===== src/dmsc_pkg.sv =====
// ----------------------------------------------------------------------------
// dmsc_pkg: shared types and constants of the Bayer demosaic block
// Pixel and dimension widths, register indexes, reset values and the
// structs that travel between the position counter, line memory and
// interpolation window.
// ----------------------------------------------------------------------------
package dmsc_pkg;

  localparam int unsigned PIX_W         = 8;
  localparam int unsigned DIM_W         = 13;
  localparam int unsigned MAX_WIDTH_DEF = 4096;
  localparam int unsigned HEIGHT_LIMIT  = 4096;
  localparam int unsigned MIN_DIM       = 2;
  localparam int unsigned APB_DATA_W    = 32;
  localparam int unsigned APB_ADDR_W    = 3;

  localparam logic [DIM_W-1:0] RESET_WIDTH  = 13'd640;
  localparam logic [DIM_W-1:0] RESET_HEIGHT = 13'd480;

  // Register index, taken from paddr[2]
  typedef enum logic {
    REG_FRAME_WIDTH  = 1'b0,
    REG_FRAME_HEIGHT = 1'b1
  } reg_idx_t;

  typedef logic [PIX_W-1:0] pix_t;

  // One window column: upper row, middle row, current row
  typedef struct packed {
    pix_t upper;
    pix_t middle;
    pix_t lower;
  } column_t;

  // One line memory word: both line stores at one column
  typedef struct packed {
    pix_t upper;
    pix_t middle;
  } line_word_t;

  // Emit control for one request
  typedef struct packed {
    logic emit;       // request produces a pixel
    logic top;        // pixel sits in the first image row
    logic bottom;     // pixel sits in the last image row
    logic y_odd;      // pixel row is a G/B row
    logic x_odd;      // pixel column is odd
    logic x_first;    // pixel is in column 0
    logic row_end;    // pixel is the last of its row
    logic frame_end;  // pixel is the last of the frame
  } pos_info_t;

endpackage


===== src/dmsc_pos.sv =====
// ----------------------------------------------------------------------------
// dmsc_pos: stream position counter
// Tracks row and column of the next sample, wraps at the frame edges and
// derives what pixel, if any, the current request emits.
// ----------------------------------------------------------------------------
module dmsc_pos #(
  parameter int unsigned MAX_WIDTH = dmsc_pkg::MAX_WIDTH_DEF
) (
  input  logic                          clk,
  input  logic                          rst_n,
  input  logic                          advance,
  input  logic [$clog2(MAX_WIDTH):0]    w_eff,
  input  logic [dmsc_pkg::DIM_W-1:0]    h_eff,
  output logic [$clog2(MAX_WIDTH)-1:0]  col,
  output dmsc_pkg::pos_info_t           info
);

  localparam int unsigned CW = $clog2(MAX_WIDTH);
  localparam int unsigned WW = CW + 1;
  localparam int unsigned RW = dmsc_pkg::DIM_W;

  logic [CW-1:0] col_r, col_nxt, col_n;
  logic [RW-1:0] row_r, row_nxt, row_n;
  logic [RW-1:0] h_p1;
  logic [WW-1:0] col_inc;
  logic          fend;
  logic          last_px;
  logic          norm_px;

  assign h_p1 = h_eff + RW'(1);

  // Normalize the stored position, then step it
  always_comb begin
    col_n = col_r;
    row_n = row_r;
    if (WW'(col_r) >= w_eff) begin
      col_n = '0;
      row_n = row_r + RW'(1);
    end
    if (row_n > h_p1) begin
      row_n = '0;
      col_n = '0;
    end

    fend    = (col_n == '0) && (row_n == h_p1);
    col_inc = WW'(col_n) + WW'(1);

    if (fend) begin
      col_nxt = '0;
      row_nxt = '0;
    end else if (col_inc >= w_eff) begin
      col_nxt = '0;
      row_nxt = row_n + RW'(1);
    end else begin
      col_nxt = col_inc[CW-1:0];
      row_nxt = row_n;
    end
  end

  always_ff @(posedge clk) begin
    if (!rst_n) begin
      col_r <= '0;
      row_r <= '0;
    end else if (advance) begin
      col_r <= col_nxt;
      row_r <= row_nxt;
    end
  end

  // Column 0 closes the row two lines up; other columns emit one line up
  always_comb begin
    last_px = (col_n == '0) && (row_n >= RW'(2));
    norm_px = (col_n != '0) && (row_n != '0) && (row_n <= h_eff);

    info.emit      = last_px | norm_px;
    info.top       = last_px ? (row_n == RW'(2)) : (row_n == RW'(1));
    info.bottom    = last_px ? (row_n == h_p1)   : (row_n == h_eff);
    info.y_odd     = last_px ? row_n[0]          : ~row_n[0];
    info.x_odd     = last_px ? ~w_eff[0]         : ~col_n[0];
    info.x_first   = norm_px && (col_n == CW'(1));
    info.row_end   = last_px;
    info.frame_end = fend;
  end

  assign col = col_n;

endmodule


===== config.mk =====
export PLATFORM = sky130hd
export DESIGN_NAME = dmsc_pos
export DESIGN_NICKNAME = d
export VERILOG_FILES = /design/src/dmsc_pkg.sv /design/src/dmsc_pos.sv
export SDC_FILE = /design/constraint.sdc
export NUM_CORES = 1
export LEC_CHECK = 0
export BUFFER_PORTS_ARGS = -buffer_cell sky130_fd_sc_hd__buf_2
export CORE_MARGIN = 5
export CORE_UTILIZATION = 40
export DETAILED_ROUTE_END_ITERATION = 8
export GPL_ROUTABILITY_DRIVEN = 0
export GPL_TIMING_DRIVEN = 1
export MAX_ROUTING_LAYER = met4
export PLACE_DENSITY = 0.59
export SKIP_CTS_REPAIR_TIMING = 1
export SYNTH_ARGS = -nofsm -noshare
export SYNTH_HDL_FRONTEND = slang
export SYNTH_SLANG_ARGS = --single-unit

===== constraint.sdc =====
create_clock -name clk -period 13.25 [get_ports clk]
set_input_delay 2.65 -clock clk [delete_from_list [all_inputs] [get_ports clk]]
set_output_delay 2.65 -clock clk [all_outputs]
set_load 0.02 [all_outputs]

# ---- After elaboration in Yosys (flattened, before gate mapping)
# Cells that the tools add are included.
dict set report word_totals {
  reg_bits 25
  input_bits 29
  elab_cells 40
}
dict set report classes {
  add_sub_neg 4
  magnitude_cmp 5
  eq_ne 5
  n_mux 12
  bitwise_logic 4
  n_reduce_logical 8
}
# cell n
set op_table {}
lappend op_table {{$mux 13} 4}
lappend op_table {{$mux 12} 4}
lappend op_table {{$add 13x1->13 const B} 3}
lappend op_table {{$eq 13x13->1} 2}
lappend op_table {{$add 12x1->13 const B} 1}
lappend op_table {{$eq 13x1->1 const B} 1}
lappend op_table {{$eq 13x2->1 const B} 1}
lappend op_table {{$ge 12x13->1} 1}
lappend op_table {{$ge 13x13->1} 1}
lappend op_table {{$ge 13x2->1 const B} 1}
lappend op_table {{$gt 13x13->1} 1}
lappend op_table {{$le 13x13->1} 1}
lappend op_table {{$reduce_bool 13->1} 1}
lappend op_table {{$eq 12x1->1 const B} 1}
lappend op_table {{$logic_not 12->1} 1}
lappend op_table {{$reduce_bool 12->1} 1}
lappend op_table {{$logic_and 1x1->1} 5}
lappend op_table {{$mux 1} 4}
lappend op_table {{$not 1->1} 3}
lappend op_table {{$or 1x1->1} 1}

# ---- Logic depth before layout (Yosys ltp)
dict set report depth {
  depth_word 8
  mapped_depth 32
  depth_no_buf 27
}

# ---- Worst setup path after synthesis
# Ideal clock, no wire load.
dict set report synth_path {
  path_kind {input to output}
  startpoint {input port w_eff[11]}
  endpoint {output port info[2] (netlist name)}
  arrival_ns 8.971
  t_required_ns 10.600
  setup_slack_ns 1.629
  cell_stages 28
  path_buffers 4
  cell_sequence {inv_1 > ha_1 > nand4b_4 > or4_4 > o211a_4 > clkbuf_1 > a211oi_1 > xnor2_1 > inv_1 > ha_1 > and4_1 > a21oi_1 > a21boi_0 > o41a_1 > clkbuf_1 > clkbuf_1 > buf_1 > nor2_1 > ha_1 > a21o_1 > a21o_1 > a211oi_1 > o21ai_0 > a21o_1 > a21o_1 > a211oi_1 > o21a_1 > nor4bb_1}
}
# element line
set synth_lines {}
lappend synth_lines {{start, declared} dmsc_pos.sv:12} ;# input logic [$clog2(MAX_WIDTH):0] w_eff,
lappend synth_lines {{end, declared} dmsc_pos.sv:15} ;# output dmsc_pkg::pos_info_t info

==> summary.md <==
| Metric | Value |
|---|---|
| Routed wire per std cell | 16.7 um |
| Number of endpoints with negative hold slack in the final report | 0 |
| Final number of setup-violating endpoints | 0 |
| Maximum number of pins on one net before global-route repair | 34 |
| VDD IR-drop max | 0.0000214 V |
| Initial Utilization | 40.7% |
| Routed via count | between 4k and 5k |
| Worst reg2reg startpoint | col_r[2]$_SDFFE_PN0P_ |
| TritonCTS clock tree | built |
| Clock root buffer master | sky130_fd_sc_hd__clkbuf_8 |
| Inserted Diodes | 0 |
| Share of synthesized registers carrying an async set or reset | 0% |
| CTS clk-pin slew, worst paths | 0.09 ns |
| Category of the critical setup timing path | in2out |
| Final HPWL DP | 9.89 mm |
| Flops & latches, synth | 25 |
| Worst flop-to-flop path endpoint | row_r[11]$_SDFFE_PN0P_ |
| Synthesized netlist cell count | 564 |
| Number of buffer and inverter stages on the critical path | 4 |
| Count of different cell masters after synthesis | 68 |
| Net count of the finished layout | approximately 690 |
| Die Y | 112 um |
| Number of nets with antenna violations after routing | 0 |
| Synth Flop Type | sky130_fd_sc_hd__dfxtp_1 |
| CP dominant cell by count | sky130_fd_sc_hd__a21o_1 |
| Horiz. Die Dim | 112 um |
| Number of I/O port buffers | 48 |
| Max Clock Skew | 0.0163 ns |
| Transition time at the pin with the least slew margin | 1.16 ns |
| Wire length of the first global-routing pass | 19.7 mm |
| Maximum clock rate | 0.0834 GHz |
| Vias in the first global route | around 4k |
| Antenna violations before repair | 0 |
| I/O pin cnt | roughly 50 |
| Inserted Clock Buffers | 3 |
| Largest delay share family, worst path | compound AO/OA/AOI/OAI gates |
| Logic depth of the worst register-to-register path | 25 |
| Level count of the clock H-tree | 1 |
| Net count after synthesis | 651 |
| Core Box Area | 10300 um2 |
| Fraction of post-synthesis cell area in the top cell type by area | 17.4% |
| Cell taking the most area after synthesis | sky130_fd_sc_hd__ha_1 |
| Fin worst setup slack | 1.26 ns |
| Vias per cell | around 5.8 |
| Total Routing Usage GR | 19.3% |
| CP required | 10.60 ns |
| Share of layout cells above drive strength 1 | 11.7% |
| Leading cell types by total area after synthesis | sky130_fd_sc_hd__ha_1 (17%), sky130_fd_sc_hd__dfxtp_1 (12%), sky130_fd_sc_hd__xnor2_1 (6.7%) |
| Setup Total Neg Slack | 0 ns |
| Worst setup path end | info[2] |
| Status | finished, final reports clean |
| CP Depth | 25 |
| Final period utilization | between 90 and 100% |
| Insertion delay of the later-clocked pin in the worst-skew pair | about 0.28 ns |
| Slowest stage cell, crit path | sky130_fd_sc_hd__o41a_1 |
| Biggest cell delay along the critical path | 0.98 ns |
| Cell Rows | 37 |
| DRC violation count after routing | 0 |
| Synthesized cell area | around 4200 um2 |
| Leading cell type in the layout, fill and taps excluded | sky130_fd_sc_hd__ha_1 |
| Area delta synth->final | 9.07% |
| Launch point of the worst path | w_eff[11] |
| Flop-to-flop setup slack | slightly below 5 ns |
| Multi-input logic area | approximately 3400 um2 |
| Number of enable flip-flop cells after synthesis | 0 |
| Initial DRC Count | 397 |
| Relative max-transition margin | 22.6% |
| Total power density per cell area | around 37 nW/um2 |
| Leftover overflow at the end of global routing | 0 |
| Sequential element share of the synthesized area | 12.0% |
| Avg Synthesized Cell Area | 7.41 um2 |
| Leakage component of the power | 2.26 nW |
| Die area | ~13000 um2 |
| Setup repair after global routing missed its margin | no |
| Ys Warns | 0 |
| Post-detailed-routing wire length | 12.2 mm |
| Total number of clock tree sinks | 25 |
| Maximum buffer depth of the clock tree | 2 |
| TritonRoute pass-1 iters | 5 |
| Most frequent cells in the layout | sky130_fd_sc_hd__ha_1 (58), sky130_fd_sc_hd__inv_1 (55), sky130_fd_sc_hd__buf_2 (48) |
| Post-layout min period | roughly 12 ns |
| Critical Path Sink Type | output pin |
| Crit start category | primary input |
| Worst min path class | reg2reg |
| Number of max-slew violations in the final report | 0 |
| Register area | 500 um2 |
| Fillers | 1082 |
| Arr. time, crit path | 9.34 ns |
| Max-cap viol count | 0 |
| Largest fanout on the critical path | 33 |
| Minimum setup slack after placement | approximately 1.4 ns |
## how the worst min path moves through the flow
| stage | start | end | slack [ns] | depth (start not counted) |
|---|---|---|---|---|
| after floorplan | col_r[3]$_SDFFE_PN0P_ | col_r[3]$_SDFFE_PN0P_ | 0.50 | 2 |
| after detailed placement | row_r[11]$_SDFFE_PN0P_ | row_r[11]$_SDFFE_PN0P_ | 0.55 | 1 |
| final | row_r[11]$_SDFFE_PN0P_ | row_r[11]$_SDFFE_PN0P_ | 0.58 | 1 |
| after global routing | col_r[3]$_SDFFE_PN0P_ | col_r[3]$_SDFFE_PN0P_ | 0.62 | 2 |
| after global placement | row_r[11]$_SDFFE_PN0P_ | row_r[11]$_SDFFE_PN0P_ | 0.55 | 1 |
| after CTS | row_r[11]$_SDFFE_PN0P_ | row_r[11]$_SDFFE_PN0P_ | 0.58 | 1 |
## worst reg2reg max path, cell delays in order, from the launching register on
cell                       delay, ns
sky130_fd_sc_hd__dfxtp_1        0.52
sky130_fd_sc_hd__ha_1           0.30
sky130_fd_sc_hd__nand3_1        0.11
sky130_fd_sc_hd__o21bai_1       0.16
sky130_fd_sc_hd__a311o_1        0.66
sky130_fd_sc_hd__a211oi_2       0.17
sky130_fd_sc_hd__xnor2_1        0.42
sky130_fd_sc_hd__inv_1          0.12
sky130_fd_sc_hd__ha_1           0.32
sky130_fd_sc_hd__and3_1         0.14
sky130_fd_sc_hd__o21ai_0        0.22
sky130_fd_sc_hd__a21boi_0       0.17
sky130_fd_sc_hd__o41a_1         0.84
sky130_fd_sc_hd__nor2_1         0.53
sky130_fd_sc_hd__nand2_1        0.17
sky130_fd_sc_hd__ha_1           0.34
sky130_fd_sc_hd__ha_1           0.28
sky130_fd_sc_hd__a21oi_1        0.08
sky130_fd_sc_hd__o21ai_0        0.19
sky130_fd_sc_hd__nand3_1        0.10
sky130_fd_sc_hd__a31oi_1        0.79
sky130_fd_sc_hd__nand3_1        0.37
sky130_fd_sc_hd__nor4_1         0.61
sky130_fd_sc_hd__nand3_1        0.18
sky130_fd_sc_hd__xnor2_1        0.17
sky130_fd_sc_hd__a22o_1         0.24
## metal layers
layer / up-vias / track usage (%) / wire [um]
li1: 2124 / - / -
met1: 1941 / 27.3 / 6160
met2: 145 / 30.2 / 5320
met3: 12 / 1.08 / 551
met4: 0 / 4.57 / 186
met5: - / - / 0
## synthesized netlist by cell type, types with 4 or more instances
library cell               count
sky130_fd_sc_hd__a22o_1       14
sky130_fd_sc_hd__a21oi_1      32
sky130_fd_sc_hd__nand3b_1      4
sky130_fd_sc_hd__o21a_1        4
sky130_fd_sc_hd__and2_1        9
sky130_fd_sc_hd__clkbuf_1      9
sky130_fd_sc_hd__nand4_1      12
sky130_fd_sc_hd__nand2b_1      5
sky130_fd_sc_hd__a21o_1       11
sky130_fd_sc_hd__inv_1        55
sky130_fd_sc_hd__a21boi_0      6
sky130_fd_sc_hd__nor2_1       41
sky130_fd_sc_hd__or4_1         5
sky130_fd_sc_hd__nor4_1        5
sky130_fd_sc_hd__ha_1         58
sky130_fd_sc_hd__xnor2_1      32
sky130_fd_sc_hd__dfxtp_1      25
sky130_fd_sc_hd__o21ai_0      18
sky130_fd_sc_hd__nor2b_1      18
sky130_fd_sc_hd__o211ai_1      5
sky130_fd_sc_hd__xor2_1       12
sky130_fd_sc_hd__nand2_1      44
sky130_fd_sc_hd__nand3_1      26
sky130_fd_sc_hd__and3_1       17
sky130_fd_sc_hd__buf_2         5
sky130_fd_sc_hd__and4_1        9
sky130_fd_sc_hd__a211oi_1      6
sky130_fd_sc_hd__a31oi_1       7
sky130_fd_sc_hd__nor3_1       13
## where the power goes
part	switching (W)	internal, W	total, W
clock network	0.0000282	0.0000221	0.0000503
registers	0.000000797	0.0000756	0.0000764
logic	0.0000270	0.0000172	0.0000442
## sequential cells by signal, summed over array words and instances (netlist names)
signal,count
col_r,12
row_r,13
## through the flow
stage / hold slack [ns] / cell area [um2] / cells / total power, W / util [%]
2_1_floorplan: 0.504 / 4180 / 564 / 0.000107 / -
3_3_place_gp: 0.548 / 4510 / 729 / 0.000121 / 43.9
3_5_place_dp: 0.552 / 4510 / 729 / 0.000122 / 43.9
4_1_cts: 0.576 / 4560 / 733 / 0.000174 / 44.4
5_1_grt: 0.620 / 4560 / 733 / 0.000181 / 44.4
6_report: 0.584 / 4560 / 733 / 0.000171 / 44.4
## cell families after synthesis
kind of cell	count (synthesis)	synth area share (%)
compound gates	137	23.6
xor+xnor	47	10.8
fa+ha+maj	58	17.4
buf+inv	75	7.24
flops	25	12.0
mux	2	0.479
simple gates	220	28.5
## cell type report
class | instances | share of cell area [%]
Clock inverter | 1 | 0.192
Timing Repair Buffer | 49 | 5.43
Inverter | 55 | 4.53
Clock buffer | 3 | 0.906
Sequential cell | 25 | 11.0
Multi-Input combinational cell | 464 | 74.2
Tap cell | 136 | 3.73
Power figures use the tool's default switching activity.
