[src/dmsc_pkg.sv]
// ----------------------------------------------------------------------------
// dmsc_pkg: shared types and constants of the Bayer demosaic block
// Pixel and dimension widths, register indexes, reset values and the
// structs that travel between the position counter, line memory and
// interpolation window.
// ----------------------------------------------------------------------------
package dmsc_pkg;

  localparam int unsigned PIX_W         = 8;
  localparam int unsigned DIM_W         = 13;
  localparam int unsigned MAX_WIDTH_DEF = 4096;
  localparam int unsigned HEIGHT_LIMIT  = 4096;
  localparam int unsigned MIN_DIM       = 2;
  localparam int unsigned APB_DATA_W    = 32;
  localparam int unsigned APB_ADDR_W    = 3;

  localparam logic [DIM_W-1:0] RESET_WIDTH  = 13'd640;
  localparam logic [DIM_W-1:0] RESET_HEIGHT = 13'd480;

  // Register index, taken from paddr[2]
  typedef enum logic {
    REG_FRAME_WIDTH  = 1'b0,
    REG_FRAME_HEIGHT = 1'b1
  } reg_idx_t;

  typedef logic [PIX_W-1:0] pix_t;

  // One window column: upper row, middle row, current row
  typedef struct packed {
    pix_t upper;
    pix_t middle;
    pix_t lower;
  } column_t;

  // One line memory word: both line stores at one column
  typedef struct packed {
    pix_t upper;
    pix_t middle;
  } line_word_t;

  // Emit control for one request
  typedef struct packed {
    logic emit;       // request produces a pixel
    logic top;        // pixel sits in the first image row
    logic bottom;     // pixel sits in the last image row
    logic y_odd;      // pixel row is a G/B row
    logic x_odd;      // pixel column is odd
    logic x_first;    // pixel is in column 0
    logic row_end;    // pixel is the last of its row
    logic frame_end;  // pixel is the last of the frame
  } pos_info_t;

endpackage

[src/dmsc_cfg.sv]
// ----------------------------------------------------------------------------
// dmsc_cfg: APB register file
// Holds frame width and height and presents them clamped to the legal
// range for the datapath.
// ----------------------------------------------------------------------------
module dmsc_cfg #(
  parameter int unsigned MAX_WIDTH = dmsc_pkg::MAX_WIDTH_DEF
) (
  input  logic                                clk,
  input  logic                                rst_n,
  input  logic                                psel,
  input  logic                                penable,
  input  logic                                pwrite,
  input  logic [dmsc_pkg::APB_ADDR_W-1:0]     paddr,
  input  logic [dmsc_pkg::APB_DATA_W-1:0]     pwdata,
  output logic [dmsc_pkg::APB_DATA_W-1:0]     prdata,
  output logic                                pready,
  output logic [$clog2(MAX_WIDTH):0]          w_eff,
  output logic [dmsc_pkg::DIM_W-1:0]          h_eff
);

  localparam int unsigned WW   = $clog2(MAX_WIDTH) + 1;
  localparam int unsigned DW   = dmsc_pkg::DIM_W;
  localparam int unsigned CMPW = (WW > DW) ? WW : DW;

  logic [DW-1:0]       fw_r, fw_nxt;
  logic [DW-1:0]       fh_r, fh_nxt;
  logic                wr_en;
  dmsc_pkg::reg_idx_t  idx;
  logic [CMPW-1:0]     fw_ext;
  logic [CMPW-1:0]     fw_clamp;

  assign pready = 1'b1;
  assign wr_en  = psel & penable & pwrite;
  assign idx    = dmsc_pkg::reg_idx_t'(paddr[2]);

  // Decode register writes
  always_comb begin
    fw_nxt = fw_r;
    fh_nxt = fh_r;
    if (wr_en) begin
      case (idx)
        dmsc_pkg::REG_FRAME_WIDTH:  fw_nxt = pwdata[DW-1:0];
        dmsc_pkg::REG_FRAME_HEIGHT: fh_nxt = pwdata[DW-1:0];
        default: ;
      endcase
    end
  end

  always_ff @(posedge clk) begin
    if (!rst_n) begin
      fw_r <= dmsc_pkg::RESET_WIDTH;
      fh_r <= dmsc_pkg::RESET_HEIGHT;
    end else begin
      fw_r <= fw_nxt;
      fh_r <= fh_nxt;
    end
  end

  // Read back raw register values
  always_comb begin
    case (idx)
      dmsc_pkg::REG_FRAME_WIDTH:  prdata = dmsc_pkg::APB_DATA_W'(fw_r);
      dmsc_pkg::REG_FRAME_HEIGHT: prdata = dmsc_pkg::APB_DATA_W'(fh_r);
      default:                    prdata = '0;
    endcase
  end

  // Clamp width to [2, MAX_WIDTH]
  always_comb begin
    fw_ext = CMPW'(fw_r);
    if (fw_ext < CMPW'(dmsc_pkg::MIN_DIM)) begin
      fw_clamp = CMPW'(dmsc_pkg::MIN_DIM);
    end else if (fw_ext > CMPW'(MAX_WIDTH)) begin
      fw_clamp = CMPW'(MAX_WIDTH);
    end else begin
      fw_clamp = fw_ext;
    end
    w_eff = fw_clamp[WW-1:0];
  end

  // Clamp height to [2, HEIGHT_LIMIT]
  always_comb begin
    if (fh_r < DW'(dmsc_pkg::MIN_DIM)) begin
      h_eff = DW'(dmsc_pkg::MIN_DIM);
    end else if (fh_r > DW'(dmsc_pkg::HEIGHT_LIMIT)) begin
      h_eff = DW'(dmsc_pkg::HEIGHT_LIMIT);
    end else begin
      h_eff = fh_r;
    end
  end

endmodule

[config.mk]
export PLATFORM = sky130hd
export DESIGN_NAME = dmsc_cfg
export DESIGN_NICKNAME = d
export VERILOG_FILES = /design/src/dmsc_pkg.sv /design/src/dmsc_cfg.sv
export SDC_FILE = /design/constraint.sdc
export NUM_CORES = 1
export LEC_CHECK = 0
export BUFFER_PORTS_ARGS = -buffer_cell sky130_fd_sc_hd__buf_2
export CORE_AREA = 3 3 108 58
export CTS_CLUSTER_SIZE = 14
export DETAILED_ROUTE_END_ITERATION = 6
export DIE_AREA = 0 0 111 61
export GPL_TIMING_DRIVEN = 0
export PLACE_DENSITY_LB_ADDON = 0.05
export RECOVER_POWER = 25
export SYNTH_ARGS = -nofsm -noshare
export SYNTH_HDL_FRONTEND = slang
export SYNTH_SLANG_ARGS = --single-unit
[constraint.sdc]
create_clock -name clk -period 1.7 [get_ports clk]
set_input_delay 0.085 -clock clk [delete_from_list [all_inputs] [get_ports clk]]
set_output_delay 0.085 -clock clk [all_outputs]
set_load 0.005 [all_outputs]
Word-level counts from Yosys, hierarchy flattened
Index checks and enable logic that the tools add are counted.
{ "totals": {"regBits": 26, "input_bits": 40, "out_inout_bits": 59, "wordCells": 16} }
{ "classes": {"order_cmp": 4, "n_mux": 5, "bitwise": 3, "reduce_logical": 2} }
{ "op_table": {"columns": ["operator", "count"], "rows": [
  ["32-bit case mux with 2 select lines", 1],
  ["13-bit 2-to-1 mux", 4],
  ["13-bit greater-than comparator (second input constant)", 2],
  ["13-bit by 2-bit less-than comparator with 1-bit output (second input constant)", 2],
  ["2-bit AND reduction", 2],
  ["1-bit bitwise AND", 2],
  ["1-bit NOT", 1]
]} }

Longest topological paths before layout
{ "depth": {"depth_word": 3, "mapped_depth": 4, "ltp_nobuf": 2} }

Least setup slack after synthesis
No wires, ideal clock.
{ "synth_timing": {"kind": "reg2out", "from": "register fh_r[6]", "to": "output port h_eff[0] in the netlist's numbering", "arrival_time_ps": 1186, "required_ps": 1615, "path_slack_ps": 429, "path_stages_with_launch": 3, "path_buffers": 0, "path_cell_list": "dfxtp_1 or4_4 o311a_1"} }
{ "synth_via": {"elab_chain_len": 3, "elab_cells_between_ends": 4, "cone_classes": "2 x order compare; 2 x mux"} }
{ "synth_lines": {"columns": ["element", "line", "source"], "rows": [
  ["start, declared", "dmsc_cfg.sv:27", "logic [DW-1:0] fh_r, fh_nxt;"],
  ["start signal, assigned", "dmsc_cfg.sv:53", "fh_r <= dmsc_pkg::RESET_HEIGHT;"],
  ["start signal, assigned", "dmsc_cfg.sv:56", "fh_r <= fh_nxt;"],
  ["13-bit greater-than comparator", "dmsc_cfg.sv:86", "end else if (fh_r > DW'(dmsc_pkg::HEIGHT_LIMIT)) begin"],
  ["13-bit 2-to-1 mux", "dmsc_cfg.sv:86", null],
  ["13-bit 2-to-1 mux *", "dmsc_cfg.sv:84", "if (fh_r < DW'(dmsc_pkg::MIN_DIM)) begin"],
  ["end, declared", "dmsc_cfg.sv:19", "output logic [dmsc_pkg::DIM_W-1:0] h_eff"]
]} }
Every way passes the cells marked *; elsewhere a longest branch is shown, timed or not.

Final worst setup path
{ "layout_timing": {"from": "register fw_r[2], in the netlist fw_ext[2]", "to": "output port w_eff[0]"} }
{ "layout_via": {"elab_chain_len": 3, "elab_cells_between_ends": 4, "cone_classes": "2 x order compare; 2 x mux"} }
{ "layout_lines": {"columns": ["element", "line", "source"], "rows": [
  ["start, declared", "dmsc_cfg.sv:26", "logic [DW-1:0] fw_r, fw_nxt;"],
  ["start signal, assigned", "dmsc_cfg.sv:52", "fw_r <= dmsc_pkg::RESET_WIDTH;"],
  ["start signal, assigned", "dmsc_cfg.sv:55", "fw_r <= fw_nxt;"],
  ["13-bit greater-than comparator", "dmsc_cfg.sv:74", "end else if (fw_ext > CMPW'(MAX_WIDTH)) begin"],
  ["13-bit 2-to-1 mux", "dmsc_cfg.sv:74", null],
  ["13-bit 2-to-1 mux *", "dmsc_cfg.sv:72", "if (fw_ext < CMPW'(dmsc_pkg::MIN_DIM)) begin"],
  ["end, declared", "dmsc_cfg.sv:18", "output logic [$clog2(MAX_WIDTH):0] w_eff,"]
]} }
Marked as above.

==> results_tabular.tex <==
\begin{tabular}{lr}
\hline
Metric & Value \\
\hline
\multicolumn{2}{l}{\textbf{Layout}} \\
Fraction of final layout cells with drive strength greater than 1 & 0.435 \\
Multi-input gate area & $\sim$950 sq um \\
Fill cell total of the finished layout & between 500 and 600 \\
Area growth, synth to finish & 36.7\% \\
Number of standard cells in the layout, taps in and fillers out & roughly 340 \\
Post-route standard cell area excluding fillers & roughly 2200 sq um \\
Area taken by flip-flops and latches & 542 sq um \\
Nets & between 300 and 400 \\
Antenna Diode Count & 0 \\
\multicolumn{2}{l}{\textbf{Synthesis}} \\
Count of flip-flops with a built-in enable after synthesis & 0 \\
Largest area contributor in the synthesized netlist & sky130\_fd\_sc\_hd\_\_dfxtp\_1 \\
Part of the Yosys area used for sequential elements & 0.325 \\
Gate count after technology mapping & between 150 and 200 \\
Yosys warnings & 0 \\
Number of register bits inferred by synthesis & 26 \\
Number of distinct library cells after synthesis & 21 \\
Synth top cells by count & 34 x sky130\_fd\_sc\_hd\_\_nand2\_1, 30 x sky130\_fd\_sc\_hd\_\_nor2b\_1, 26 x sky130\_fd\_sc\_hd\_\_dfxtp\_1, 26 x sky130\_fd\_sc\_hd\_\_mux2i\_1, 20 x sky130\_fd\_sc\_hd\_\_buf\_4 \\
Area of the mapped netlist & around 1600 sq um \\
Dominant cell by count in the synthesized netlist & sky130\_fd\_sc\_hd\_\_nand2\_1 \\
Async set-or-reset flop fraction in the synthesized netlist & 0 \\
Largest cells by area after synthesis & sky130\_fd\_sc\_hd\_\_dfxtp\_1 33\%, sky130\_fd\_sc\_hd\_\_mux2i\_1 16\%, sky130\_fd\_sc\_hd\_\_nor2b\_1 12\% \\
Ys flop type & sky130\_fd\_sc\_hd\_\_dfxtp\_1 \\
Mean instance size in the synthesized netlist & just under 9 sq um \\
Top-area cell type share of the netlist area & 0.325 \\
\multicolumn{2}{l}{\textbf{Global routing}} \\
Vias in the first global route & between 1,000 and 1,500 \\
Pin count of the biggest net entering global routing & 15 \\
Global route overflow & 0 \\
Total routing resource utilization after global routing & 0.141 \\
Initial antenna violation count & 0 \\
Global-route wire length before repair & 7510 microns \\
\multicolumn{2}{l}{\textbf{Clocking}} \\
Clock transition at the register clock pins on the worst setup and hold paths after CTS & roughly 0.090 ns \\
CTS tree & done \\
CTS sink cnt & 26 \\
Number of H-tree branching levels & 1 \\
Number of buffers added by the clock tree synthesis step & 3 \\
Buffer levels on the longest clock path & 2 \\
CTS root buf & sky130\_fd\_sc\_hd\_\_clkbuf\_8 \\
Clock insertion delay at the later pin of the skew report & roughly 0.27 ns \\
\multicolumn{2}{l}{\textbf{Outcome}} \\
Violated checks & negative setup slack \\
Outcome & complete, but fails checks \\
\multicolumn{2}{l}{\textbf{Power}} \\
Max IR drop VDD & $\sim$0.29 mV \\
Tot Pwr & roughly 1.3 mW \\
Power density over the cells & between 500 and 600 nW/um\^{}2 \\
Leak pwr & between 1 and 1.5 nW \\
\multicolumn{2}{l}{\textbf{Die}} \\
Effective utilization at floorplan & 0.297 \\
Height of the die & about 61 microns \\
Count of standard-cell rows & 19 \\
Core Area & between 5000 and 6000 sq um \\
Top Ports & just under 100 \\
Die area & a little under 7000 sq um \\
Horiz. Die Dim & between 100 and 150 microns \\
\multicolumn{2}{l}{\textbf{STA}} \\
Minimum clock period & 1.72 ns \\
Worst hold slack & between 0.05 and 0.06 ns \\
Unrepaired setup endpoints after global routing & true \\
Max-slew headroom at the worst pin & 0.469 \\
Max Clock Freq & about 0.58 GHz \\
\# setup viols final & 2 \\
Crit share post-route & 1.01 \\
Max-slew violation count & 0 \\
Slew at the pin closest to its max-slew limit & 0.797 ns \\
Final Worst Setup Slack & -0.0197 ns \\
Worst clock skew & 0 ns \\
Endpoints failing hold & 0 \\
TNS Setup & -0.0265 ns \\
\multicolumn{2}{l}{\textbf{Setup path}} \\
Chain of cells forming the critical path & or4\_4, o311a\_1, buf\_2 \\
Family with the most delay on the worst path & simple AND/OR/NAND/NOR gates \\
Slowest stage cell on the critical path & sky130\_fd\_sc\_hd\_\_or4\_4 \\
CP Data Required Time & 1.62 ns \\
Critical path buffer and inverter count & 1 \\
Path type of the worst setup path & reg -> out \\
Peak per-stage delay on the critical path & about 0.52 ns \\
Category of the worst setup path capture point & primary output \\
Largest driver fanout on the critical path & 2 \\
Worst Path Arrival & 1.63 ns \\
Crit start category & flop \\
\multicolumn{2}{l}{\textbf{Drt}} \\
Drt initial violations & 22 \\
Via count & between 1,000 and 1,500 \\
Detailed-route DRC error count & 0 \\
Routed wire length & $\sim$4800 microns \\
Number of iterations in the first detailed-routing pass & 4 \\
Remaining number of nets flagged by the antenna check after routing & 0 \\
Number of vias per cell & 4.22 \\
Routed WL per cell & about 14 microns \\
\multicolumn{2}{l}{\textbf{Placed design}} \\
Port-buffer cells & 55 \\
HPWL reported at the end of detailed placement & 3560 microns \\
Total instance count after detailed placement & around 330 \\
Placed cell area & around 2000 sq um \\
Final weighted congestion in routability-driven placement & between 0.7 and 0.8 \\
\multicolumn{2}{l}{\textbf{Run}} \\
Reported max-cap violation count & 0 \\
\multicolumn{2}{l}{\textbf{Hold path}} \\
Hold crit path type & in -> reg \\
\hline
\end{tabular}
[final timing paths]
path / start / endpoint / slack, ns / cells after the start
hold reg to reg: fh_r[0]$_SDFFE_PN0P_ / fh_r[0]$_SDFFE_PN0P_ / 0.48 / 2
setup reg to reg: fw_ext[12]$_SDFFE_PN0P_ / fw_ext[12]$_SDFFE_PN0P_ / 0.63 / 3
setup / recovery: fw_ext[2]$_SDFFE_PN0P_ / w_eff[0] / -0.02 / 3
hold / removal: pwdata[3] / fw_ext[3]$_SDFFE_PN0P_ / 0.06 / 3
[layout by cell type (no fill, tap or decap), drive strengths merged]
cell type	count
nand2	34
nand4b	1
and2b	1
or3	2
o311a	2
or4	6
buf	83
mux2i	26
dfxtp	26
inv	4
and4b	1
o21ai	2
and4	1
mux2	11
conb	20
nor2b	30
o32ai	2
nand4	1
clkbuf	16
[timing repair]
item                                    CTS  global route
gates resized for setup                  11            10
hold buffers                              0             0
endpoints found under the setup margin    4             5
buffers inserted                          4             3
pin swaps                                 3             2
[cell families (layout without fill, tap and decap cells)]
family,after synthesis,count (layout),share of synthesized area
AND/OR/NAND/NOR,77,77,0.263
multiplexers,37,37,0.240
buffers and inverters,37,103,0.137
flip-flops,26,26,0.325
AO/OA/AOI/OAI,6,6,0.0297
other,2,20,0.00469
[power breakdown]
| group | switching [mW] | internal, mW | total (mW) |
|---|---|---|---|
| clock network | 0.203 | 0.207 | 0.410 |
| registers | 0.0144 | 0.619 | 0.634 |
| logic | 0.106 | 0.117 | 0.223 |
| total | 0.324 | 0.944 | 1.27 |
[tightest hold or removal path, delay by kind of cell]
family | cells | cell delay (ns)
buffers and inverters | 1 | 0.10
and+or+nand+nor | 1 | 0.06
muxes | 1 | 0.06
[metal layers]
| metal | vias to the layer above | GRT usage | wire length [microns] |
|---|---|---|---|
| met5 | - | 0 | 0 |
| li1 | 740 | - | - |
| met4 | 0 | 0.0246 | 14 |
| met3 | 2 | 0.0378 | 329 |
| met1 | 642 | 0.191 | 2320 |
| met2 | 58 | 0.234 | 2090 |
[flip-flops by register name, indices dropped and copies added (netlist names)]
signal,flops
fh_r,13
fw_ext,13
[layout make-up]
type	instances	area share
Tap cell	73	0.0418
Clock buffer	4	0.0252
Inverter	4	0.00686
Multi-Input combinational cell	140	0.436
Buffer	33	0.0921
Sequential cell	26	0.248
Timing Repair Buffer	62	0.150
[per-stage QoR]
stage          worst slack [ns]   util
6_report                -0.0197  0.405
5_1_grt                 -0.0739  0.405
4_1_cts                 -0.0251  0.398
3_5_place_dp              0.237  0.377
3_3_place_gp              0.239  0.377
2_1_floorplan             0.429      -
No activity file was read; power rests on OpenSTA's default activity.
