$ cat src/dmsc_pkg.sv
// ----------------------------------------------------------------------------
// dmsc_pkg: shared types and constants of the Bayer demosaic block
// Pixel and dimension widths, register indexes, reset values and the
// structs that travel between the position counter, line memory and
// interpolation window.
// ----------------------------------------------------------------------------
package dmsc_pkg;

  localparam int unsigned PIX_W         = 8;
  localparam int unsigned DIM_W         = 13;
  localparam int unsigned MAX_WIDTH_DEF = 4096;
  localparam int unsigned HEIGHT_LIMIT  = 4096;
  localparam int unsigned MIN_DIM       = 2;
  localparam int unsigned APB_DATA_W    = 32;
  localparam int unsigned APB_ADDR_W    = 3;

  localparam logic [DIM_W-1:0] RESET_WIDTH  = 13'd640;
  localparam logic [DIM_W-1:0] RESET_HEIGHT = 13'd480;

  // Register index, taken from paddr[2]
  typedef enum logic {
    REG_FRAME_WIDTH  = 1'b0,
    REG_FRAME_HEIGHT = 1'b1
  } reg_idx_t;

  typedef logic [PIX_W-1:0] pix_t;

  // One window column: upper row, middle row, current row
  typedef struct packed {
    pix_t upper;
    pix_t middle;
    pix_t lower;
  } column_t;

  // One line memory word: both line stores at one column
  typedef struct packed {
    pix_t upper;
    pix_t middle;
  } line_word_t;

  // Emit control for one request
  typedef struct packed {
    logic emit;       // request produces a pixel
    logic top;        // pixel sits in the first image row
    logic bottom;     // pixel sits in the last image row
    logic y_odd;      // pixel row is a G/B row
    logic x_odd;      // pixel column is odd
    logic x_first;    // pixel is in column 0
    logic row_end;    // pixel is the last of its row
    logic frame_end;  // pixel is the last of the frame
  } pos_info_t;

endpackage

$ cat src/dmsc_interp.sv
// ----------------------------------------------------------------------------
// dmsc_interp: 3x3 window and bilinear interpolation
// Shifts a new column into the window per request and forms the RGB
// value of the pixel being emitted, with reflect-101 at the borders.
// ----------------------------------------------------------------------------
module dmsc_interp (
  input  logic                 clk,
  input  logic                 rst_n,
  input  logic                 shift,
  input  dmsc_pkg::column_t    new_col,
  input  dmsc_pkg::pos_info_t  info,
  output dmsc_pkg::pix_t       red,
  output dmsc_pkg::pix_t       green,
  output dmsc_pkg::pix_t       blue
);

  localparam int unsigned PW = dmsc_pkg::PIX_W;

  dmsc_pkg::column_t col0_r, col1_r, col2_r;
  dmsc_pkg::column_t cc, lc, rc;
  dmsc_pkg::pix_t    cc_up, cc_dn, lc_up, lc_dn, rc_up, rc_dn;
  dmsc_pkg::pix_t    ctr, vpair, hpair, cross_avg, diag_avg;
  logic [PW:0]       vsum, hsum;
  logic [PW+1:0]     csum, dsum;

  // Advance the window by one column
  always_ff @(posedge clk) begin
    if (!rst_n) begin
      col0_r <= '0;
      col1_r <= '0;
      col2_r <= '0;
    end else if (shift) begin
      col0_r <= col1_r;
      col1_r <= col2_r;
      col2_r <= new_col;
    end
  end

  // Pick center, left and right columns; reflect at row ends
  always_comb begin
    cc = col2_r;
    lc = info.x_first ? new_col : col1_r;
    rc = info.row_end ? col1_r  : new_col;

    cc_up = info.top    ? cc.lower : cc.upper;
    cc_dn = info.bottom ? cc.upper : cc.lower;
    lc_up = info.top    ? lc.lower : lc.upper;
    lc_dn = info.bottom ? lc.upper : lc.lower;
    rc_up = info.top    ? rc.lower : rc.upper;
    rc_dn = info.bottom ? rc.upper : rc.lower;
  end

  // Floor averages of neighbor pairs and quads
  always_comb begin
    ctr  = cc.middle;
    vsum = {1'b0, cc_up} + {1'b0, cc_dn};
    hsum = {1'b0, lc.middle} + {1'b0, rc.middle};
    csum = {1'b0, vsum} + {1'b0, hsum};
    dsum = (PW+2)'(lc_up) + (PW+2)'(rc_up) + (PW+2)'(lc_dn) + (PW+2)'(rc_dn);

    vpair     = vsum[PW:1];
    hpair     = hsum[PW:1];
    cross_avg = csum[PW+1:2];
    diag_avg  = dsum[PW+1:2];
  end

  // Route by site color
  always_comb begin
    case ({info.y_odd, info.x_odd})
      2'b00: begin
        red = ctr;   green = cross_avg; blue = diag_avg;
      end
      2'b01: begin
        red = hpair; green = ctr;       blue = vpair;
      end
      2'b10: begin
        red = vpair; green = ctr;       blue = hpair;
      end
      default: begin
        red = diag_avg; green = cross_avg; blue = ctr;
      end
    endcase
  end

endmodule

$ cat config.mk
export PLATFORM = sky130hd
export DESIGN_NAME = dmsc_interp
export DESIGN_NICKNAME = d
export VERILOG_FILES = /design/src/dmsc_pkg.sv /design/src/dmsc_interp.sv
export SDC_FILE = /design/constraint.sdc
export NUM_CORES = 1
export LEC_CHECK = 0
export BUFFER_PORTS_ARGS = -buffer_cell sky130_fd_sc_hd__buf_2
export CORE_MARGIN = 2
export CORE_UTILIZATION = 55
export CTS_BUF_LIST = sky130_fd_sc_hd__clkbuf_4 sky130_fd_sc_hd__clkbuf_8
export DETAILED_ROUTE_END_ITERATION = 10
export PLACE_DENSITY = 0.8
export SYNTH_ARGS = -nofsm -noshare
export SYNTH_HDL_FRONTEND = slang
export SYNTH_SLANG_ARGS = --single-unit
$ cat constraint.sdc
create_clock -name clk -period 8.2 [get_ports clk]
set_clock_uncertainty 0.1 [all_clocks]
set_input_delay 1.64 -clock clk [delete_from_list [all_inputs] [get_ports clk]]
set_output_delay 1.64 -clock clk [all_outputs]
set_load 0.01 [all_outputs]
# Word-level counts from Yosys, hierarchy flattened
# Index checks and enable logic that the tools add are counted.
[totals]
ff_bits = 48
out_inout_bits = 24
[op_classes]
n_addsub = 6
eq_ne = 2
muxes = 11
n_reduce_logical = 2
[op_table]
columns = ["op", "n"]
rows = [
  ["$mux W8", 7],
  ["$mux W24", 2],
  ["$pmux W8 S3", 2],
  ["$add A8 B8 Y9", 3],
  ["$add A10 B8 Y10", 1],
  ["$add A9 B8 Y10", 1],
  ["$add A9 B9 Y10", 1],
  ["$eq A2 B1 Y1 const B", 1],
  ["$eq A2 B2 Y1 const B", 1],
  ["$logic_not A2 Y1", 1],
  ["$reduce_or A2 Y1", 1],
]

# Depth between registers and ports, before layout
[logic_depth]
ltp_word = 6
ltp_mapped = 18
mapped_depth_nobuf = 15

# Least setup slack after synthesis
# OpenSTA, ideal clock, no wires.
[synth_path]
path_kind = "in2out"
startpoint = "input info[5] (netlist bit)"
endpoint = "output green[6]"
t_arrival_ns = 5.273
setup_slack_ns = 1.187
stages = 15
path_cell_list = "buf_2 > buf_2 > clkbuf_1 > mux2_2 > ha_1 > and3_1 > a2111oi_2 > xnor2_1 > ha_1 > nand3_1 > a21o_1 > nand2_1 > o41ai_1 > xnor2_1 > o21ai_0"
[synth_between]
elab_chain_len = 4
[synth_rtl]
columns = ["item", "line", "rtl"]
rows = [
  ["start, declared", "dmsc_interp.sv:11", "input dmsc_pkg::pos_info_t info,"],
  ["$mux W8", "dmsc_interp.sv:46", "cc_dn = info.bottom ? cc.upper : cc.lower;"],
  ["$add A8 B8 Y9", "dmsc_interp.sv:56", "vsum = {1'b0, cc_up} + {1'b0, cc_dn};"],
  ["$add A9 B9 Y10", "dmsc_interp.sv:58", "csum = {1'b0, vsum} + {1'b0, hsum};"],
  ["$mux W8", "dmsc_interp.sv:69", "case ({info.y_odd, info.x_odd})"],
  ["end, declared", "dmsc_interp.sv:13", "output dmsc_pkg::pix_t green,"],
]
# Every way passes these cells.

# Final worst setup path
[layout_path]
startpoint = "input info[1] (netlist bit)"
endpoint = "output blue[5]"
[layout_between]
elab_chain_len = 6
[layout_rtl]
columns = ["item", "line", "rtl"]
rows = [
  ["$mux W24 *", "dmsc_interp.sv:43", "rc = info.row_end ? col1_r : new_col;"],
  ["$mux W8", "dmsc_interp.sv:49", "rc_up = info.top ? rc.lower : rc.upper;"],
  ["$add A8 B8 Y9", "dmsc_interp.sv:59", "dsum = (PW+2)'(lc_up) + (PW+2)'(rc_up) + (PW+2)'(lc_dn) + (PW+2)'(rc_dn);"],
  ["$add A9 B8 Y10", "dmsc_interp.sv:59", ""],
  ["$add A10 B8 Y10", "dmsc_interp.sv:59", ""],
  ["$pmux W8 S3 *", "dmsc_interp.sv:69", ""],
  ["end, declared", "dmsc_interp.sv:14", "output dmsc_pkg::pix_t blue"],
]
# Every way passes the cells marked *; elsewhere a longest branch is shown, timed or not.

==> metrics.txt <==
# TYPE chip_impl_metric gauge
chip_impl_metric{name="buffers_from_clock_root_to_sink_at_most",unit=""} 2
chip_impl_metric{name="seqCellArea",unit="um^2"} 961
chip_impl_info{name="crit_path_end_kind",value="primary output"} 1
chip_impl_metric{name="gp_congestion",unit=""} 0.924
chip_impl_metric{name="antenna_left",unit=""} 0
chip_impl_metric{name="total_die_area",unit="um^2"} 10200
chip_impl_metric{name="fp.dieW",unit="um"} 101
chip_impl_info{name="worstHoldPathType",value="reg -> reg"} 1
chip_impl_metric{name="grt_max_degree",unit=""} 49
chip_impl_metric{name="floorplan.die.height",unit="um"} 101
chip_impl_metric{name="cts.htree.levels",unit=""} 2
chip_impl_metric{name="filler_cell_count",unit=""} 783
chip_impl_metric{name="worst_slew_margin_rel",unit=""} 0.453
chip_impl_metric{name="count_of_flip_flops_with_a_built_in_enable_after_synthesis",unit=""} 0
chip_impl_metric{name="drv.max_cap_violation_count",unit=""} 0
chip_impl_metric{name="synth-async-reset-ratio",unit=""} 0
chip_impl_metric{name="syn_area",unit="um^2"} 5160
chip_impl_metric{name="grt_pass1_vias",unit=""} 4279
chip_impl_metric{name="setup_total_negative_slack",unit="ns"} 0
chip_impl_metric{name="drc_violations_left",unit=""} 0
chip_impl_metric{name="drtPass1Iterations",unit=""} 5
chip_impl_info{name="tritoncts_clock_tree",value="yes"} 1
chip_impl_metric{name="drive_gt1_frac",unit=""} 0.228
chip_impl_metric{name="m1WireLength",unit="um"} 5080
chip_impl_metric{name="met2_wirelength",unit="um"} 5930
chip_impl_metric{name="resized_after_cts",unit=""} 0
chip_impl_metric{name="synth_cell_types",unit=""} 51
chip_impl_metric{name="clock_sinks",unit=""} 48
chip_impl_metric{name="post_cts_buffers",unit=""} 0
chip_impl_metric{name="synthesis.area_per_instance",unit="um^2"} 9.56
chip_impl_metric{name="start_util",unit=""} 0.564
chip_impl_metric{name="clk_latency",unit="ns"} 0.31
chip_impl_info{name="netlist_top_cells_area",value="sky130_fd_sc_hd__dfxtp_1 19%, sky130_fd_sc_hd__mux4_2 13%, sky130_fd_sc_hd__mux2i_1 10%"} 1
chip_impl_metric{name="hold_buffers",unit=""} 0
chip_impl_metric{name="route.vias.total",unit=""} 4234
chip_impl_metric{name="syn_nets",unit=""} 628
chip_impl_info{name="layout_common_cells",value="61 x sky130_fd_sc_hd__inv_1, 56 x sky130_fd_sc_hd__buf_2, 55 x sky130_fd_sc_hd__nor2b_1"} 1
chip_impl_metric{name="num_io_pins",unit=""} 59
chip_impl_info{name="critPathKind",value="in -> out"} 1
chip_impl_metric{name="report.final.setup_viol",unit=""} 0
chip_impl_metric{name="drt-total-wl",unit="um"} 11900
chip_impl_metric{name="synthDominantCellAreaShare",unit=""} 0.186
chip_impl_metric{name="ys_seq_elements",unit=""} 48
chip_impl_metric{name="cp.required",unit="ns"} 6.46
chip_impl_metric{name="average_routed_wire_per_standard_cell",unit="um"} 17.2
chip_impl_metric{name="yosysSeqAreaShare",unit=""} 0.186
chip_impl_info{name="status",value="complete, no violations"} 1
chip_impl_info{name="route.top_layer_used",value="met4"} 1
chip_impl_info{name="mostFrequentLayoutCell",value="sky130_fd_sc_hd__inv_1"} 1
chip_impl_metric{name="antenna_cells",unit=""} 0
chip_impl_metric{name="port_buffers",unit=""} 56
chip_impl_metric{name="nNetsFinal",unit=""} 665
chip_impl_metric{name="worst_hold_slack",unit="ns"} 0.442
chip_impl_metric{name="clock.fmax",unit="MHz"} 135
chip_impl_metric{name="vias_per_cell",unit=""} 6.15
chip_impl_metric{name="timing.final.max_slew_violations",unit=""} 0
chip_impl_info{name="ys_dominant_reg_cell",value="sky130_fd_sc_hd__dfxtp_1"} 1
chip_impl_metric{name="worst-slew-pin-transition",unit="ns"} 0.821
chip_impl_metric{name="clk_pin_slew_worst_paths",unit="ns"} 0.09
chip_impl_metric{name="fp-row-count",unit=""} 35
chip_impl_metric{name="leakagePower",unit="uW"} 0.00252
chip_impl_metric{name="cp.arrival",unit="ns"} 5.67
chip_impl_metric{name="coreArea",unit="um^2"} 9150
chip_impl_metric{name="hpwlAfterDp",unit="um"} 9030
chip_impl_metric{name="grt_pass1_wl",unit="um"} 19700
chip_impl_metric{name="finalHoldViolations",unit=""} 0
chip_impl_metric{name="track_usage",unit=""} 0.245
chip_impl_metric{name="vdd_ir_drop_max",unit="uV"} 88.5
chip_impl_metric{name="multiInputGateArea",unit="um^2"} 3830
chip_impl_info{name="grt_setup_unrepaired",value="no"} 1
chip_impl_metric{name="overflow",unit=""} 0
chip_impl_metric{name="layout_worst_path_cycle_share",unit=""} 0.904
chip_impl_info{name="start_kind",value="input port"} 1
chip_impl_metric{name="synthesis.yosys.warnings",unit=""} 0
chip_impl_metric{name="areal_power_density_over_the_cells",unit="nW/um^2"} 161
chip_impl_metric{name="worstPathMaxFanout",unit=""} 17
chip_impl_metric{name="period_needed",unit="ns"} 7.41
chip_impl_info{name="synthDominantAreaCellType",value="sky130_fd_sc_hd__dfxtp_1"} 1
chip_impl_metric{name="numCtsBuffers",unit=""} 5
chip_impl_metric{name="syn2layout_area_growth",unit="%"} 8.41
chip_impl_info{name="clk_root_buffer_cell",value="sky130_fd_sc_hd__clkbuf_8"} 1
chip_impl_metric{name="routed-wl-met3",unit="um"} 643
chip_impl_metric{name="antenna_found_initial",unit=""} 0
chip_impl_metric{name="drt_first_iter_violations",unit=""} 324
chip_impl_metric{name="postSynthCellCount",unit=""} 540
critical path: stages:
cell                       delay (ns)
sky130_fd_sc_hd__buf_2           0.41
sky130_fd_sc_hd__mux4_1          0.61
sky130_fd_sc_hd__inv_1           0.08
sky130_fd_sc_hd__fa_1            0.41
sky130_fd_sc_hd__inv_1           0.09
sky130_fd_sc_hd__fa_1            0.42
sky130_fd_sc_hd__and3_1          0.20
sky130_fd_sc_hd__fa_1            0.44
sky130_fd_sc_hd__a211oi_1        0.26
sky130_fd_sc_hd__nor2_1          0.13
sky130_fd_sc_hd__o31a_1          0.27
sky130_fd_sc_hd__a21oi_1         0.15
sky130_fd_sc_hd__a21oi_1         0.10
sky130_fd_sc_hd__a32oi_1         0.28
sky130_fd_sc_hd__buf_2           0.18
cells by family (layout without fill, tap and decap cells):
logic type | after synthesis | after routing | synth area share
mux | 113 | 113 | 0.306
buf+inv | 93 | 131 | 0.0710
simple gates | 128 | 128 | 0.131
flops | 48 | 48 | 0.186
xor+xnor | 18 | 18 | 0.0305
compound gates | 87 | 87 | 0.121
fa+ha+maj | 53 | 53 | 0.155
layout make-up:
cell class / count / area share
Inverter: 62 / 0.0416
Multi-Input combinational cell: 399 / 0.685
Timing Repair Buffer: 61 / 0.0568
Tap cell: 111 / 0.0248
Clock buffer: 6 / 0.0136
Sequential cell: 48 / 0.172
Clock inverter: 2 / 0.00626
through the flow:
| stage | setup slack (ns) | area, um^2 | cells | power [uW] | utilization |
|---|---|---|---|---|---|
| 2_1_floorplan | 1.19 | 5160 | 540 | 607 | - |
| 3_3_place_gp | 0.891 | 5480 | 681 | 705 | 0.599 |
| 3_5_place_dp | 0.807 | 5480 | 681 | 722 | 0.599 |
| 4_1_cts | 0.797 | 5600 | 689 | 901 | 0.611 |
| 5_1_grt | 0.602 | 5600 | 689 | 968 | 0.611 |
| 6_report | 0.789 | 5600 | 689 | 902 | 0.611 |
final timing paths:
path,from,depth (start not counted),end,slack (ns)
hold / removal,col1_r[12],2,col1_r[12],0.44
setup / recovery,info[1],15,blue[5],0.79
hold reg to reg,col1_r[12],2,col1_r[12],0.44
setup reg to reg,ctr[2],2,col1_r[10],7.31
state kept, by name (all words and copies together) (netlist names):
| signal | count |
|---|---|
| ctr | 8 |
| col1_r | 24 |
| cc | 16 |
synth_stat cells, types with 2 or more instances:
library cell,number
sky130_fd_sc_hd__o21a_1,4
sky130_fd_sc_hd__a2bb2oi_1,3
sky130_fd_sc_hd__a21o_1,5
sky130_fd_sc_hd__nor2b_1,55
sky130_fd_sc_hd__mux4_2,29
sky130_fd_sc_hd__nand3_1,5
sky130_fd_sc_hd__a211oi_1,5
sky130_fd_sc_hd__fa_1,18
sky130_fd_sc_hd__o41ai_1,2
sky130_fd_sc_hd__xor2_1,4
sky130_fd_sc_hd__or3_1,3
sky130_fd_sc_hd__xnor2_1,14
sky130_fd_sc_hd__and3_1,3
sky130_fd_sc_hd__a22oi_1,2
sky130_fd_sc_hd__and2_1,3
sky130_fd_sc_hd__inv_1,61
sky130_fd_sc_hd__nand3b_1,3
sky130_fd_sc_hd__a31oi_1,3
sky130_fd_sc_hd__ha_1,35
sky130_fd_sc_hd__dfxtp_1,48
sky130_fd_sc_hd__mux2_2,28
sky130_fd_sc_hd__a21oi_1,20
sky130_fd_sc_hd__nor3_1,8
sky130_fd_sc_hd__mux4_1,3
sky130_fd_sc_hd__a222oi_1,4
sky130_fd_sc_hd__nor2_1,29
sky130_fd_sc_hd__a221o_1,3
sky130_fd_sc_hd__o21ai_0,17
sky130_fd_sc_hd__buf_2,8
sky130_fd_sc_hd__clkbuf_1,22
sky130_fd_sc_hd__a221oi_1,5
sky130_fd_sc_hd__nand2_1,16
sky130_fd_sc_hd__a41oi_2,2
sky130_fd_sc_hd__mux2i_1,53
per-layer routing:
metal	vias to the layer above	global-route usage
met4	0	0.0780
met5	-	0
li1	2000	-
met3	27	0.0374
met2	139	0.425
met1	2068	0.312
report_power, final:
| part | switching, uW | internal, uW | total (uW) | leakage, uW |
|---|---|---|---|---|
| Sequential | 13.0 | 244 | 257 | 0.000393 |
| Combinational | 253 | 213 | 466 | 0.00207 |
| Clock | 84.8 | 94.0 | 179 | 0.0000586 |
No activity file was read; power rests on OpenSTA's default activity.
